### src/sv/b2d_pkg.sv
`timescale 1ns / 1ps

package b2d_pkg;

    localparam int VALUE_W        = 32;
    localparam int CHAR_W         = 8;
    localparam int DIGIT_W        = 4;
    localparam int DIGIT_COUNT_W  = 4;
    localparam int CFG_IDX_W      = 2;
    localparam int CFG_DATA_W     = 4;
    localparam int MAX_DIGITS_DEF = 10;

    // The binary value enters the BCD shift register four bits a cycle.
    localparam int BITS_PER_STEP  = 4;
    localparam int CONV_STEPS     = VALUE_W / BITS_PER_STEP;
    localparam int STEP_W         = $clog2(CONV_STEPS);

    localparam logic [CHAR_W-1:0] ASCII_BASE = 8'd48;
    localparam logic [CHAR_W-1:0] FILL_SPACE = 8'd32;

    localparam logic                     ASCII_RESET = 1'b1;
    localparam logic                     FILL_RESET  = 1'b0;
    localparam logic [DIGIT_COUNT_W-1:0] COUNT_RESET = 4'd5;

    typedef enum logic [CFG_IDX_W-1:0] {
        REG_ASCII_DIGITS = 2'd0,
        REG_ZERO_FILL    = 2'd1,
        REG_DIGIT_COUNT  = 2'd2
    } cfg_idx_t;

    typedef enum logic [1:0] {
        ST_IDLE,
        ST_CONV,
        ST_CHECK,
        ST_EMIT
    } state_t;

    typedef struct packed {
        logic busy;
        logic done;
        logic spill;
    } conv_status_t;

endpackage

### src/sv/b2d_conv.sv
`timescale 1ns / 1ps

module b2d_conv
    import b2d_pkg::*;
#(
    parameter int MAX_DIGITS = MAX_DIGITS_DEF
)
(
    input  logic                          clk,
    input  logic                          rst_n,
    input  logic                          start,
    input  logic [VALUE_W-1:0]            value,
    output logic [DIGIT_W*MAX_DIGITS-1:0] bcd,
    output conv_status_t                  status
);

    localparam int BCD_W = DIGIT_W * MAX_DIGITS;

    logic [VALUE_W-1:0] value_reg;
    logic [VALUE_W-1:0] value_next;
    logic [BCD_W-1:0]   bcd_reg;
    logic [BCD_W-1:0]   bcd_next;
    logic               spill_reg;
    logic               spill_next;
    logic [STEP_W-1:0]  cnt_reg;
    logic [STEP_W-1:0]  cnt_next;
    logic               busy_reg;
    logic               busy_next;
    logic               done_reg;
    logic               done_next;
    logic [BCD_W-1:0]   acc;
    logic               acc_spill;

    // Shift-and-add-3 over the BCD register, one input bit per inner pass.
    // A bit leaving the top digit means the value needs more digits than
    // the register holds; the low digits still hold the value modulo the
    // matching power of ten.
    always_comb
    begin
        acc       = bcd_reg;
        acc_spill = spill_reg;
        for (int b = 0; b < BITS_PER_STEP; b++)
        begin
            for (int d = 0; d < MAX_DIGITS; d++)
            begin
                if (acc[d*DIGIT_W +: DIGIT_W] >= 4'd5)
                begin
                    acc[d*DIGIT_W +: DIGIT_W] = acc[d*DIGIT_W +: DIGIT_W] + 4'd3;
                end
            end
            acc_spill = acc_spill | acc[BCD_W-1];
            if (BCD_W > 1)
            begin
                acc = {acc[BCD_W-2:0], value_reg[VALUE_W-1-b]};
            end
        end
    end

    always_comb
    begin
        value_next = value_reg;
        bcd_next   = bcd_reg;
        spill_next = spill_reg;
        cnt_next   = cnt_reg;
        busy_next  = busy_reg;
        done_next  = 1'b0;
        if (start)
        begin
            value_next = value;
            bcd_next   = '0;
            spill_next = 1'b0;
            cnt_next   = STEP_W'(CONV_STEPS - 1);
            busy_next  = 1'b1;
        end
        else if (busy_reg)
        begin
            value_next = {value_reg[VALUE_W-BITS_PER_STEP-1:0], {BITS_PER_STEP{1'b0}}};
            bcd_next   = acc;
            spill_next = acc_spill;
            cnt_next   = cnt_reg - 1'b1;
            if (cnt_reg == '0)
            begin
                busy_next = 1'b0;
                done_next = 1'b1;
            end
        end
    end

    always_ff @(posedge clk or negedge rst_n)
    begin
        if (!rst_n)
        begin
            cnt_reg  <= '0;
            busy_reg <= 1'b0;
            done_reg <= 1'b0;
        end
        else
        begin
            cnt_reg  <= cnt_next;
            busy_reg <= busy_next;
            done_reg <= done_next;
        end
    end

    always_ff @(posedge clk)
    begin
        value_reg <= value_next;
        bcd_reg   <= bcd_next;
        spill_reg <= spill_next;
    end

    assign bcd          = bcd_reg;
    assign status.busy  = busy_reg;
    assign status.done  = done_reg;
    assign status.spill = spill_reg;

endmodule

### config.mk
export PLATFORM = sky130hd
export DESIGN_NAME = b2d_conv
export DESIGN_NICKNAME = d
export VERILOG_FILES = /design/src/sv/b2d_pkg.sv /design/src/sv/b2d_conv.sv
export SDC_FILE = /design/constraint.sdc
export NUM_CORES = 1
export LEC_CHECK = 0
export ABC_CLOCK_PERIOD_IN_PS = 4300
export BUFFER_PORTS_ARGS = -buffer_cell sky130_fd_sc_hd__buf_2
export CAP_MARGIN = 30
export CORE_MARGIN = 3
export CORE_UTILIZATION = 35
export DETAILED_ROUTE_END_ITERATION = 16
export GPL_TIMING_DRIVEN = 0
export PLACE_DENSITY = 0.59
export SYNTH_ARGS = -nofsm -noshare
export SYNTH_HDL_FRONTEND = slang
export SYNTH_SLANG_ARGS = --single-unit
### constraint.sdc
create_clock -name clk -period 4.3 [get_ports clk]
set_input_delay 0.43 -clock clk [delete_from_list [all_inputs] [get_ports clk]]
set_output_delay 0.43 -clock clk [all_outputs]
set_load 0.05 [all_outputs]
==> run summary <==
Status - completed
Synth Flop Type - dfxtp_1
Rel. slew slack - 31.9%
Post-Syn Nets - 1033
Top delay family on crit path - simple AND/OR/NAND/NOR gates
Crit-path cells - inv_1 -> ha_1 -> and2b_2 -> o21ai_4 -> nor2_2 -> inv_2 -> ha_4 -> nor2b_4 -> and4b_4 -> or2_1 -> buf_6 -> ha_1 -> maj3_1 -> a221oi_2 -> mux2_4 -> ha_4 -> a21oi_1 -> or3b_1 -> a32o_1
Most frequent cells in the layout - buf_2, nand2_1, inv_1
Die Height - 156 um
Setup crit start kind - register
Detail Placement HPWL - 15700 um
Placer congestion estimate - 0.848
WL met3 - 751 um
RSZ-0062 raised after global routing - yes
Maximum Capacitance Violations - 0
DR vias - 7494
Fill cell total of the finished layout - 2244
CTS Buf Count - 9
Top cells by area, synth - edfxtp_1, dfxtp_1, ha_1, mux2_2, inv_1
Fmax achieved - 245 MHz
Final Hold Fails - 0
Synth Cell Area - 0.00792 mm^2
Clock skew - 0.00616 ns
Largest register FFs - 40
First-pass GRT wire length - 34100 um
Setup TNS - 0 ns
Highest routed layer - met4
Ports - 78
All-Layer GR Usage - 16.9%
Area fraction of the dominant cell type after synthesis - 12.1%
Worst Path Required - 4.54 ns
Fraction of registers with async set or reset after synthesis - 6.41%
Root Driver - clkbuf_16
Detailed Routing Iterations Pass 1 - 5
Cell count after synthesis - 940
Met2 wire length - 10000 um
Final slew viol count - 0
Std cell rows - 54
Tmin final - 4.08 ns
Via-to-Cell Ratio - 5.65
Initial cell density of the core - 35.9%
CP Class - reg2reg
Clk pin slew, worst setup/hold paths - 0.07 ns
Worst stage delay on the critical path - 0.37 ns
Worst path arrival time - 4.31 ns
# H-tree levels - 3
Hold Path Class - in2reg
Diode count - 0
Initial antenna violation count - 0
EDFF count, synth - 32
# DRC - 0
Worst-Margin Slew - 1.02 ns
CP endpoint kind - register
Crit path buffers/inverters - 3
Distinct cells, synth - 101
I/O Buffers - 77
Die X - 156 um
Share of layout cells above drive strength 1 - 27.8%
Syn Area/Cell - 8.42 um^2
Die ar. - 0.0245 mm^2
Clock Path Buffers - 2
Initial DRC count - 449
Avg WL per Cell - 16.0 um
ANT nets after route - 0
Fin util - 42.9%
Clk Latency, worst-skew pair - 0.35 ns
Final period util - 94.8%
Synthesis Warnings - 0
Synth-to-layout area growth - 19.4%
Routed met1 length - 10100 um
Commonest non-fill, non-tap cell in the layout - buf_2
# clock sinks - 78
Core area - 0.0220 mm^2
CTS tree - built
Critical path peak fanout - 6
Largest net degree at the start of global routing - 39
Highest-delay cell along the critical path - dfxtp_4
Cell taking the most area after synthesis - edfxtp_1
Number of global-route vias before repair - 6881
Final net count - 1135
Post-Route WL - 21200 um
Dpl cells - 1297
Non-Filler Instances - 1327
GR Overflow Total - 0
Final setup viols - 0
Register area share after synthesis - 24.1%
#FFs+latches synth - 78
[per-stage QoR]
step	hold WS (ns)	setup WS, ns	cell area, um^2
global route	0.366	-0.0450	9450
detailed placement	0.254	-0.140	8660
floorplan	0.134	0.0262	7920
CTS	0.350	-0.0290	9020
finish	0.363	0.222	9450
global placement	0.251	-0.0941	8660
[path summary, 6_finish.rpt]
| kind | start | to | slack (ns) | cells after the start |
|---|---|---|---|---|
| worst min-delay path | value[1] | value_reg[1] | 0.36 | 2 |
| worst max-delay path | bcd[25] | bcd[30] | 0.22 | 19 |
| max in group asynchronous | rst_n | busy_reg | 3.72 | 2 |
| worst min register to register | cnt_reg[1] | cnt_reg[1] | 0.51 | 2 |
| worst max register to register | bcd[25] | bcd[30] | 0.22 | 19 |
| min in group asynchronous | rst_n | cnt_reg[2] | 0.44 | 2 |
[final cells by class]
class | count | area [um^2] | share of cell area [%]
Timing Repair Buffer | 91 | 493 | 5.21
Inverter | 76 | 285 | 3.02
Sequential cell | 78 | 1930 | 20.4
Multi-Input combinational cell | 758 | 5960 | 63.1
Buffer | 28 | 148 | 1.56
Clock buffer | 9 | 225 | 2.38
Tap cell | 280 | 350 | 3.71
Clock inverter | 7 | 56.3 | 0.596
[cells by family after synthesis]
kind of cell | share of synthesized area, %
DFF | 24.1
and+or+nand+nor | 19.2
xor gates and xnor gates | 2.09
buffers and inverters | 5.47
muxes | 9.67
AOI/OAI and AO/OA | 30.1
adders and majority gates | 9.42
[cells in the mapped netlist (8+ instances only)]
| library cell | n |
|---|---|
| a211oi_1 | 12 |
| a21o_1 | 14 |
| a21oi_1 | 48 |
| a311oi_1 | 14 |
| a31oi_1 | 13 |
| a32o_1 | 8 |
| and2_1 | 18 |
| clkbuf_1 | 9 |
| dfxtp_1 | 41 |
| edfxtp_1 | 32 |
| ha_1 | 58 |
| inv_1 | 69 |
| mux2_2 | 42 |
| mux2i_1 | 25 |
| nand2_1 | 67 |
| nand2b_1 | 28 |
| nand3_1 | 12 |
| nor2_1 | 59 |
| nor2b_1 | 8 |
| nor3_1 | 23 |
| nor4_1 | 8 |
| o211a_1 | 9 |
| o211ai_1 | 19 |
| o21a_1 | 11 |
| o21ai_0 | 48 |
| o21ai_1 | 12 |
| or3_1 | 15 |
| xnor2_1 | 17 |
[layer usage]
layer / vias up / global-route usage (%)
met4: 0 / 4.88
met5: - / 0
met3: 28 / 2.88
met1: 3525 / 22.8
met2: 142 / 27.9
li1: 3799 / -
[repair_timing]
item,4_1_cts,5_1_grt
endpoints found under the hold margin,5,0
pin swaps,0,16
hold buffers,1,0
setup buffers,1,12
resized for setup,14,80
gates cloned,0,0
setup endpoints to repair,12,32
Power is left out: the tool's default activity adds up to more than one toggle a clock period on the data nets, which glitch-free logic cannot reach.
